===== src/rtl/blpa_pkg.sv =====
// shared types and constants for the bounded laurent polynomial arithmetic block
// no dependencies
package blpa_pkg;

   localparam int COEF_W = 32;
   localparam int DEG_W  = 6;
   localparam int OP_W   = 2;

   localparam logic [OP_W-1:0] OP_MUL = 2'd0;
   localparam logic [OP_W-1:0] OP_ADD = 2'd1;
   localparam logic [OP_W-1:0] OP_SUB = 2'd2;

   typedef struct packed {
      logic shift_a;
      logic shift_b;
      logic clear_acc;
      logic clear_store;
   } cell_ctrl_type;

endpackage


===== src/rtl/blpa_cell.sv =====
// one coefficient cell: operand storage, product and partial sum stages
// depends on blpa_pkg
module blpa_cell
   import blpa_pkg::*;
(
   input  logic              clock,
   input  logic              reset,
   input  cell_ctrl_type     ctrl,
   input  logic              load_en,
   input  logic [COEF_W-1:0] load_a,
   input  logic [COEF_W-1:0] load_b,
   input  logic [COEF_W-1:0] a_next,
   input  logic [COEF_W-1:0] b_next,
   input  logic [COEF_W-1:0] s_next,
   input  logic [COEF_W-1:0] x,
   output logic [COEF_W-1:0] a_out,
   output logic [COEF_W-1:0] b_out,
   output logic [COEF_W-1:0] s_out
);

   logic [COEF_W-1:0] a_ff, a_in;
   logic [COEF_W-1:0] b_ff, b_in;
   logic [COEF_W-1:0] p_ff, p_in;
   logic [COEF_W-1:0] s_ff, s_in;

   always_comb begin
      a_in = a_ff;
      if (ctrl.clear_store) begin
         a_in = '0;
      end else if (load_en) begin
         a_in = load_a;
      end else if (ctrl.shift_a) begin
         a_in = a_next;
      end
   end

   always_comb begin
      b_in = b_ff;
      if (ctrl.clear_store) begin
         b_in = '0;
      end else if (load_en) begin
         b_in = load_b;
      end else if (ctrl.shift_b) begin
         b_in = b_next;
      end
   end

   assign p_in = ctrl.clear_acc ? '0 : a_ff * x;
   assign s_in = ctrl.clear_acc ? '0 : p_ff + s_next;

   always_ff @(posedge clock) begin
      if (reset) begin
         a_ff <= '0;
         b_ff <= '0;
      end else begin
         a_ff <= a_in;
         b_ff <= b_in;
      end
   end

   always_ff @(posedge clock) begin
      p_ff <= p_in;
      s_ff <= s_in;
   end

   assign a_out = a_ff;
   assign b_out = b_ff;
   assign s_out = s_ff;

endmodule


===== config.mk =====
export PLATFORM = sky130hd
export DESIGN_NAME = blpa_cell
export DESIGN_NICKNAME = d
export VERILOG_FILES = /design/src/rtl/blpa_pkg.sv /design/src/rtl/blpa_cell.sv
export SDC_FILE = /design/constraint.sdc
export NUM_CORES = 1
export LEC_CHECK = 0
export BUFFER_PORTS_ARGS = -buffer_cell sky130_fd_sc_hd__buf_2
export CAP_MARGIN = 20
export CELL_PAD_IN_SITES_DETAIL_PLACEMENT = 1
export CELL_PAD_IN_SITES_GLOBAL_PLACEMENT = 2
export CORE_MARGIN = 5
export CORE_UTILIZATION = 37
export DETAILED_ROUTE_END_ITERATION = 7
export PLACE_DENSITY = 0.79
export SLEW_MARGIN = 20
export SYNTH_ARGS = -nofsm -noshare
export SYNTH_HDL_FRONTEND = slang
export SYNTH_SLANG_ARGS = --single-unit

===== constraint.sdc =====
create_clock -name clock -period 9.3 [get_ports clock]
set_clock_uncertainty 0.05 [all_clocks]
set_input_delay 0.93 -clock clock [delete_from_list [all_inputs] [get_ports clock]]
set_output_delay 0.93 -clock clock [all_outputs]
set_load 0.02 [all_outputs]

==> results.ini, run 1 <==
[synthesis]
synth-seq-area-share_pct = 11.89
instance_count_of_the_mapped_netlist = 2423
synth-edff-count = 0
asyncSetResetFlopFracSynth_pct = 0
synth.distinct_cells = 57
synth_nets = 3185
ys_warn_count = 0
syn-mean-instance-area_um2 = 8.892
postSynthRegisterBits = 128
netlist_area_um2 = 21540
synth_top_flop_cell = sky130_fd_sc_hd__dfxtp_1
leading_cell_type_by_number_of_instances_after_synthesis = sky130_fd_sc_hd__fa_1
netlist.top_cell.by_area = sky130_fd_sc_hd__fa_1
top_cells_by_area_synth = sky130_fd_sc_hd__fa_1 (38%), sky130_fd_sc_hd__dfxtp_1 (12%), sky130_fd_sc_hd__ha_1 (8.9%)
synth_top_cell_area_share_pct = 38.00
synth.top_cells.by_count = sky130_fd_sc_hd__fa_1 (409), sky130_fd_sc_hd__inv_1 (405), sky130_fd_sc_hd__nand2_1 (275)

[power_and_ir_drop]
power.switching_fraction_pct = 44.34
power.static_leakage_uw = 0.01196
pwr-share-comb_pct = 60.9
internal_power_uw = 1994
sequential_power_share_pct = 19.7
switching_component_of_the_power_uw = 1589
clock_power_share_pct = 19.3
power_density_cells_nw_per_um2 = 147.6
power.ir.vdd_worst_v = 0.0001338

[detailed_routing]
antenna_left = 0
drt_first_pass_iters = 5
initialDrtViolationCount = 588
wirelength_um = 67380
drc = 0
route.vias.total = 16750
viasPerCell = 4.909
route.detailed.wl_per_inst_um = 19.75

[die]
placement_rows = 88
top_level_ports = 295
floorplan.die.width_um = 251.3
initial_core_util_pct = 37.34
die_area_um2 = 63150
core_area_um2 = 57700
die_y_um = 251.3

[global_route]
grt.overflow.total = 0
grt_max_degree = 103
grt_pass1_vias = 19250
wire_length_of_the_first_global_routing_pass_um = 107700
groute.usage.overall_pct = 21.67
antenna_violations_before_repair = 4

[cts]
cts.sinks = 128
number_of_buffers_created_by_cts = 17
cts_max_level = 4
clock-root-buffer = sky130_fd_sc_hd__clkbuf_16
cts_tree = built
setup_bufs_post_cts = 0
cts.reportedPaths.clkPinSlew_ps = 60
clk-insertion-delay-late_ps = 450
cts.path.max_buffers = 2
post_cts_resize_count = 0
cts_hold_repair.buffers = 0

[critical_path]
worst_path_largest_cell_delay_ps = 720
worst_path_most_repeated_cell = sky130_fd_sc_hd__fa_1
cpMaxStageDelayCell = sky130_fd_sc_hd__dfxtp_1
crit_type = reg -> reg
worstSetupEndpointType = flip-flop
setup.worst_path.start_class = flip-flop
worstPathMaxFanout = 16
cp_data_required_time_ps = 9570
cp_data_arrival_time_ps = 7900

[timing]
setup-tns-final_ps = 0
timing.final.crit_period_ps = 7639
achievable-frequency_ghz = 0.1309
period_share_pct = 82.14
timing.final.setup_violations = 0
setup_slack_ps = 1661
timing.max_slew.rel_slack_pct = 28.59
worst_margin_slew_ps = 1071
grt_setup_unrepaired = no
hold_viol_final = 0
final_max_slew_viol_count = 0

[final_layout]
final_net_count = 3393
filler_cell_count = 6874
area_delta_synth_final_pct = 12.65
layout-drive-gt1-share_pct = 13.92

[place]
post-dp-hpwl_um = 55200
number_of_i_o_port_buffers = 294
placement.setup.worst_slack_ps = 1286
globalplace.congestion = 0.8953

[job]
drv_cap = 0

[outcome]
status = completed

[worst_hold_path]
hold_path.class = reg -> reg

[sequential cells by signal, summed over array words and instances (netlist names)]
signal and cells:
s_out 32, p_ff 32, a_out 32, b_out 32
[metrics by stage]
| step | instance area, um^2 | cells | util [%] | power, uW | hold slack (ps) |
|---|---|---|---|---|---|
| 2_1_floorplan | 21540 | 2423 | - | 2276 | 474.1 |
| 3_3_place_gp | 23670 | 3377 | 41.02 | 2834 | 486.1 |
| 3_5_place_dp | 23670 | 3377 | 41.02 | 2910 | 548.9 |
| 4_1_cts | 24260 | 3409 | 42.05 | 3625 | 562.2 |
| 5_1_grt | 24260 | 3410 | 42.06 | 3917 | 601.6 |
| 6_report | 24270 | 3412 | 42.07 | 3583 | 537.2 |
[metal layers]
| metal | GRT usage (%) | vias to the layer above | part of all wire [%] |
|---|---|---|---|
| li1 | - | 7774 | - |
| met1 | 29.20 | 8546 | 45 |
| met2 | 37.04 | 370 | 49 |
| met3 | 3.890 | 55 | 4.6 |
| met4 | 4.179 | 6 | 1.6 |
| met5 | 0 | - | 0.070 |
[final timing paths]
kind,from,to,slack [ps],cells past startpoint
min,p_ff[0],s_out[0],540,2
min reg2reg,p_ff[0],s_out[0],540,2
max reg2reg,a_out[9],p_ff[31],1660,25
max,a_out[9],p_ff[31],1660,25
[cell type report]
type | instances | area (um^2) | share of cell area (%)
multi-input cells | 1762 | 16980 | 69.96
flip-flops and latches | 128 | 2562 | 10.56
well taps | 765 | 957.2 | 3.944
inverters | 405 | 1520 | 6.264
repair buffers | 317 | 1647 | 6.785
clock inverters | 14 | 166.4 | 0.6857
clock buffers | 18 | 429.2 | 1.768
diodes | 3 | 7.507 | 0.03093
[layout by cell type, fill, tap and decap left out, drive strengths merged, types with 7 or more instances in the layout]
master	instances
mux2i	64
inv	406
clkbuf	18
and2	271
o21a	18
a21o	20
nand3	7
nand2	275
nor3	13
fa	409
buf	317
o21ai	29
nand2b	8
xnor2	67
dfxtp	128
xor2	34
a211oi	12
and3	8
nor2	192
a31oi	7
a21oi	100
nor2b	13
ha	154
[power groups by stage]
stage               clock [uW]  sequential (uW)  combinational (uW)
finish                     693              706                2180
global route               739              716                2460
CTS                        714              708                2200
detailed placement           0              720                2190
global placement             0              717                2120
floorplan                    0              767                1510
[kinds of logic (layout without fill, tap and decap cells)]
logic type	count (synthesis)	in the layout	share of synthesized area, %
fa+ha+maj	563	563	46.95
xor+xnor	101	101	4.106
compound gates	225	225	6.638
simple gates	806	806	17.99
buf+inv	533	754	9.292
mux	67	67	3.130
other cells	0	3	0
flops	128	128	11.89
[critical path: cells and delay by family, from the launching register on]
family / cells / cell delay, ps
compound gates: 4 / 860
flops: 1 / 720
buf+inv: 6 / 700
xor+xnor: 1 / 160
fa+ha+maj: 9 / 4230
simple gates: 5 / 750
(Power assumes the default switching activity.)
==> inputs of run 2 (changes only) <==
--- a/config.mk
+++ b/config.mk
@@ -10,9 +10,9 @@
 export CELL_PAD_IN_SITES_DETAIL_PLACEMENT = 1
 export CELL_PAD_IN_SITES_GLOBAL_PLACEMENT = 2
 export CORE_MARGIN = 5
-export CORE_UTILIZATION = 37
+export CORE_UTILIZATION = 33
 export DETAILED_ROUTE_END_ITERATION = 7
-export PLACE_DENSITY = 0.79
+export PLACE_DENSITY = 0.74
 export SLEW_MARGIN = 20
 export SYNTH_ARGS = -nofsm -noshare
 export SYNTH_HDL_FRONTEND = slang
==> constraint.sdc (replaced) <==
create_clock -name clock -period 7 [get_ports clock]
set_clock_uncertainty 0.05 [all_clocks]
set_input_delay 0.7 -clock clock [delete_from_list [all_inputs] [get_ports clock]]
set_output_delay 0.7 -clock clock [all_outputs]
set_load 0.02 [all_outputs]
==> results.ini, run 2 (synthesis results as in run 1) <==
[cts]
clock-root-buffer = sky130_fd_sc_hd__clkbuf_16
cts.path.max_buffers = 2
cts_max_level = 4
cts.sinks = 128
cts_hold_repair.buffers = 0
cts.reportedPaths.clkPinSlew_ps = 70
clk-insertion-delay-late_ps = 470
number_of_buffers_created_by_cts = 17
cts_tree = built

[global_route]
grt_max_degree = 92
grt_pass1_vias = 20000
groute.usage.overall_pct = 20.10
grt.overflow.total = 0
gr-usage-met1_pct = 25.97
globalRouteMet2Util_pct = 34.58
use_met3_pct = 4.523
wire_length_of_the_first_global_routing_pass_um = 111500
gr_busiest_metal = met2
antenna_violations_before_repair = 6

[timing]
hold_viol_final = 0
timing.final.crit_period_ps = 6877
achievable-frequency_ghz = 0.1454
final_max_slew_viol_count = 0
setup-tns-final_ps = 0
setup_slack_ps = 122.9
timing.max_slew.rel_slack_pct = 32.44
grt_setup_unrepaired = yes
worst_margin_slew_ps = 1013
timing.final.setup_violations = 0
period_share_pct = 98.24

[critical_path]
setup.worst_path.start_class = primary input
worstPathMaxFanout = 7
cpMaxStageDelayCell = sky130_fd_sc_hd__fa_1
cp_data_required_time_ps = 7340
crit_start = x[2]
reg2reg_from = a_out[11]
cp_data_arrival_time_ps = 7210
worstSetupEndpointType = flip-flop
crit_type = in -> reg
reg2reg_depth = 24
worst_path_largest_cell_delay_ps = 590
worst_path_most_repeated_cell = sky130_fd_sc_hd__fa_1

[detailed_routing]
wirelength_um = 70030
drt_first_pass_iters = 5
initialDrtViolationCount = 656
viasPerCell = 4.725
route.detailed.wl_per_inst_um = 19.24
antenna_left = 0
drc = 0
route.vias.total = 17190

[final_layout]
area_delta_synth_final_pct = 20.02
final_net_count = 3530
final_common_cell = sky130_fd_sc_hd__fa_1
layout-drive-gt1-share_pct = 19.42
layout.cells.most_common_list = sky130_fd_sc_hd__fa_1 (406), sky130_fd_sc_hd__inv_1 (403), sky130_fd_sc_hd__buf_2 (287)

[outcome]
status = completed

[worst_hold_path]
whs_path_depth = 3
hold_path.class = in -> reg
worstHoldStart = load_b[11]

[die]
die_area_um2 = 70500
placement_rows = 93
initial_core_util_pct = 33.36
floorplan.die.width_um = 265.5
die_y_um = 265.5
top_level_ports = 295
core_area_um2 = 64580

[job]
drv_cap = 0

[power_and_ir_drop]
clock_power_share_pct = 18.1
power_density_cells_nw_per_um2 = 198.9
pwr-share-comb_pct = 64.0
switching_component_of_the_power_uw = 2252
power.static_leakage_uw = 0.01276
sequential_power_share_pct = 17.9
power.switching_fraction_pct = 43.78
internal_power_uw = 2891
power.ir.vdd_worst_v = 0.0001736

[place]
post-dp-hpwl_um = 59530
placement.setup.worst_slack_ps = -392.2
number_of_i_o_port_buffers = 294
globalplace.congestion = 0.8927

==> run 2: cell count changes in the layout (fill, tap and decap cells not counted), sizes merged <==
cell,previous run,this run
clkbuf,18,23
clkinv,6,2
buf,317,448
bufinv,3,2
inv,406,412
==> run 2: power by group through the flow <==
stage                     sequential [uW]  clock, uW  combinational [uW]
after floorplan                      1020          0                2010
after global placement                943          0                3110
after detailed placement              944          0                3220
after CTS                             928        963                3240
after global routing                  938        988                3700
final                                 923        929                3290
==> run 2: layout make-up <==
type                            instances  area [um^2]
Timing Repair Buffer                  454         2988
Clock buffer                           17        425.4
Inverter                              405         1520
Antenna cell                            3        7.507
Tap cell                              855         1070
Fill cell                            7620        38720
Multi-Input combinational cell       1762        17080
Clock inverter                         15        173.9
Sequential cell                       128         2590
==> run 2: metal layers <==
layer  vias to the layer above  wire (um)
li1                       8061          -
met1                      8683      31370
met2                       370      33610
met3                        71       3703
met4                         8       1289
met5                         -         60
==> run 2: per-stage QoR <==
stage / util, % / total power, uW / cell area (um^2) / std cells / hold slack [ps]
floorplan: - / 3024 / 21550 / 2423 / 474.1
global placement: 38.68 / 4054 / 24980 / 3594 / 493.0
detailed placement: 38.68 / 4162 / 24980 / 3594 / 510.3
CTS: 39.62 / 5129 / 25580 / 3626 / 365.2
global route: 40.03 / 5626 / 25850 / 3636 / 393.5
finish: 40.04 / 5143 / 25860 / 3639 / 401.9
==> run 2: critical path: cells and delay by family <==
kind	cells	cell delay, ps
AND/OR/NAND/NOR	2	330
buffers and inverters	6	580
AO/OA/AOI/OAI	8	1440
adder cells (fa/ha/maj)	9	4160
==> run 2: worst paths after layout <==
check,slack (ps),to
worst max register to register,140,p_ff[29]
worst min-delay path,400,b_out[11]
worst min register to register,510,s_out[0]
worst max-delay path,120,p_ff[29]
==> run 2: timing repair <==
| action | in CTS | in global routing |
|---|---|---|
| cloned | 0 | 1 |
| setup endpoints to repair | 3 | 9 |
| pin swaps | 0 | 18 |
| buffers inserted | 0 | 9 |
| resized for setup | 2 | 52 |
==> inputs of run 3 (changes only) <==
--- a/config.mk
+++ b/config.mk
@@ -5,14 +5,15 @@
 export SDC_FILE = /design/constraint.sdc
 export NUM_CORES = 1
 export LEC_CHECK = 0
+export ABC_AREA = 1
 export BUFFER_PORTS_ARGS = -buffer_cell sky130_fd_sc_hd__buf_2
 export CAP_MARGIN = 20
 export CELL_PAD_IN_SITES_DETAIL_PLACEMENT = 1
 export CELL_PAD_IN_SITES_GLOBAL_PLACEMENT = 2
 export CORE_MARGIN = 5
-export CORE_UTILIZATION = 33
+export CORE_UTILIZATION = 31
 export DETAILED_ROUTE_END_ITERATION = 7
-export PLACE_DENSITY = 0.74
+export PLACE_DENSITY = 0.75
 export SLEW_MARGIN = 20
 export SYNTH_ARGS = -nofsm -noshare
 export SYNTH_HDL_FRONTEND = slang
==> results.ini, run 3 <==
[global_route]
grt_max_degree = 65
antenna_violations_before_repair = 5
groute.usage.overall_pct = 19.61
grt.overflow.total = 0
grt_pass1_vias = 22660
wire_length_of_the_first_global_routing_pass_um = 124600

[critical_path]
worst_path_most_repeated_cell = sky130_fd_sc_hd__fa_1
worstSetupEndpointType = flip-flop
cp_data_arrival_time_ps = 6980
crit_type = reg -> reg
setup.worst_path.start_class = flip-flop
gate_family_responsible_for_the_most_delay_along_the_worst_path = adder cells
cp_data_required_time_ps = 7320
number_of_buffer_and_inverter_stages_on_the_critical_path = 8
worstPathMaxFanout = 10
cpMaxStageDelayCell = sky130_fd_sc_hd__fa_1
worst_path_largest_cell_delay_ps = 540

[synthesis]
postSynthRegisterBits = 128
top_cells_by_area_synth = sky130_fd_sc_hd__fa_1 (35%), sky130_fd_sc_hd__inv_1 (15%), sky130_fd_sc_hd__nand2_1 (14%)
synth_top_cell_area_share_pct = 35.37
synth-edff-count = 0
instance_count_of_the_mapped_netlist = 3198
synth-seq-area-share_pct = 11.07
netlist.top_cell.by_area = sky130_fd_sc_hd__fa_1
asyncSetResetFlopFracSynth_pct = 0
synth_top_flop_cell = sky130_fd_sc_hd__dfxtp_1
synth.top_cells.by_count = sky130_fd_sc_hd__inv_1 (898), sky130_fd_sc_hd__nand2_1 (887), sky130_fd_sc_hd__fa_1 (409)
ys_warn_count = 0
synth.distinct_cells = 48
syn-mean-instance-area_um2 = 7.238
leading_cell_type_by_number_of_instances_after_synthesis = sky130_fd_sc_hd__inv_1
netlist_area_um2 = 23150
synth_nets = 3960

[power_and_ir_drop]
power.ir.vdd_worst_v = 0.0001849
power.switching_fraction_pct = 47.31
pwr-share-comb_pct = 64.7
power_density_cells_nw_per_um2 = 190.3
sequential_power_share_pct = 17.7
clock_power_share_pct = 17.6
power.static_leakage_uw = 0.01616
switching_component_of_the_power_uw = 2473
internal_power_uw = 2754

[cts]
setup_bufs_post_cts = 0
cts_tree = built
cts_hold_repair.buffers = 0
cts.path.max_buffers = 2
cts_max_level = 4
cts.sinks = 128
clock-root-buffer = sky130_fd_sc_hd__clkbuf_16
number_of_buffers_created_by_cts = 17
cts.reportedPaths.clkPinSlew_ps = 70
clk-insertion-delay-late_ps = 480

[final_layout]
layout-drive-gt1-share_pct = 15.98
layout_cells_excl_fill = 4539
fin_util_pct = 37.01
final_common_cell = sky130_fd_sc_hd__inv_1
final_net_count = 4315
area_delta_synth_final_pct = 18.64
layout.cells.most_common_list = sky130_fd_sc_hd__inv_1 (898), sky130_fd_sc_hd__nand2_1 (887), sky130_fd_sc_hd__fa_1 (409)

[die]
placement_rows = 100
top_level_ports = 295
initial_core_util_pct = 31.20
die_y_um = 283.2
floorplan.die.width_um = 283.2
core_area_um2 = 74200
die_area_um2 = 80230

[detailed_routing]
route.vias.total = 20410
route.detailed.wl_per_inst_um = 17.06
antenna_left = 0
drc = 0
drt_first_pass_iters = 4
wirelength_um = 77450
initialDrtViolationCount = 716
viasPerCell = 4.496

[worst_hold_path]
hold_path.class = in -> reg

[timing]
achievable-frequency_ghz = 0.1503
period_share_pct = 95.08
final_max_slew_viol_count = 0
timing.final.setup_violations = 0
hold_viol_final = 0
worst_margin_slew_ps = 738.0
timing.max_slew.rel_slack_pct = 50.80
timing.final.crit_period_ps = 6655
setup-tns-final_ps = 0
grt_setup_unrepaired = no

[job]
drv_cap = 0

[place]
globalplace.congestion = 0.8351
number_of_i_o_port_buffers = 294
place.detailed.instances = 4503
post-dp-hpwl_um = 67150

[outcome]
status = completed

==> run 3: changes by cell type after synthesis, moves of 77 or more <==
cell | previous run | this run
sky130_fd_sc_hd__nand2_1 | 275 | 887
sky130_fd_sc_hd__and2_1 | 271 | 0
sky130_fd_sc_hd__o21ai_0 | 24 | 126
sky130_fd_sc_hd__nor2_1 | 192 | 104
sky130_fd_sc_hd__nand3_1 | 7 | 84
sky130_fd_sc_hd__inv_1 | 405 | 898
==> run 3: area by class of cell <==
| type | count | area (um^2) |
|---|---|---|
| clock inverter | 14 | 148.9 |
| tap | 969 | 1212 |
| sequential | 128 | 2587 |
| clock buffer | 18 | 439.2 |
| timing repair buffer | 484 | 3073 |
| fill | 9394 | 46730 |
| multi-input combinational | 2023 | 16620 |
| inverter | 899 | 3374 |
| antenna | 4 | 10.01 |
==> run 3: worst register-to-register path, delay by kind of cell, from the launching register on <==
family	cells	cell delay (ps)
buffers and inverters	8	720
adder cells (fa/ha/maj)	9	4240
AO/OA/AOI/OAI	1	170
AND/OR/NAND/NOR	11	990
flip-flops	1	380
==> run 3: kinds of logic (layout without fill, tap and decap cells) <==
kind of cell    count (synthesis)  after routing  synth area share (%)
fa+ha+maj                     563            563                 43.70
buf+inv                      1047           1415                 17.29
other cells                     0              4                     0
xor+xnor                        8              8                0.3027
simple gates                 1126           1126                 19.44
compound gates                326            326                 8.195
flops                         128            128                 11.07
==> run 3: what timing repair did <==
action | 4_1_cts | 5_1_grt
setup endpoints to repair | 1 | 6
pin swaps | 0 | 1
gates resized for setup | 3 | 21
==> run 3: through the flow <==
stage | hold WS [ps] | worst slack [ps] | cell area [um^2] | total power, uW
3_3_place_gp | 491.2 | -392.7 | 26810 | 4271
6_report | 482.1 | 344.7 | 27460 | 5227
5_1_grt | 476.1 | 10.13 | 27460 | 5766
2_1_floorplan | 469.1 | 127.8 | 23150 | 2986
3_5_place_dp | 503.6 | -421.4 | 26810 | 4327
4_1_cts | 442.1 | 76.09 | 27410 | 5295
==> run 3: path summary, 6_finish.rpt <==
path	start	endpoint	slack (ps)	depth (start not counted)
setup / recovery	a_out[11]	p_ff[28]	340	29
hold / removal	load_a[13]	a_out[13]	480	5
setup reg to reg	a_out[11]	p_ff[28]	340	29
hold reg to reg	p_ff[0]	s_out[0]	510	3
==> run 3: power groups by stage <==
stage               combinational [uW]  sequential, uW  clock (uW)
finish                            3380             927         919
global route                      3840             940         989
CTS                               3410             929         960
detailed placement                3380             945           0
global placement                  3330             943           0
floorplan                         1980            1000           0
==> run 3: metal layers <==
metal	part of all wire [%]	routed length [um]	GRT usage, %	up-vias
met4	2.7	2057	5.398	2
met5	0.0090	7	0	-
li1	-	-	-	9979
met1	44	34160	24.31	10040
met3	3.6	2814	3.424	76
met2	50	38410	35.16	316
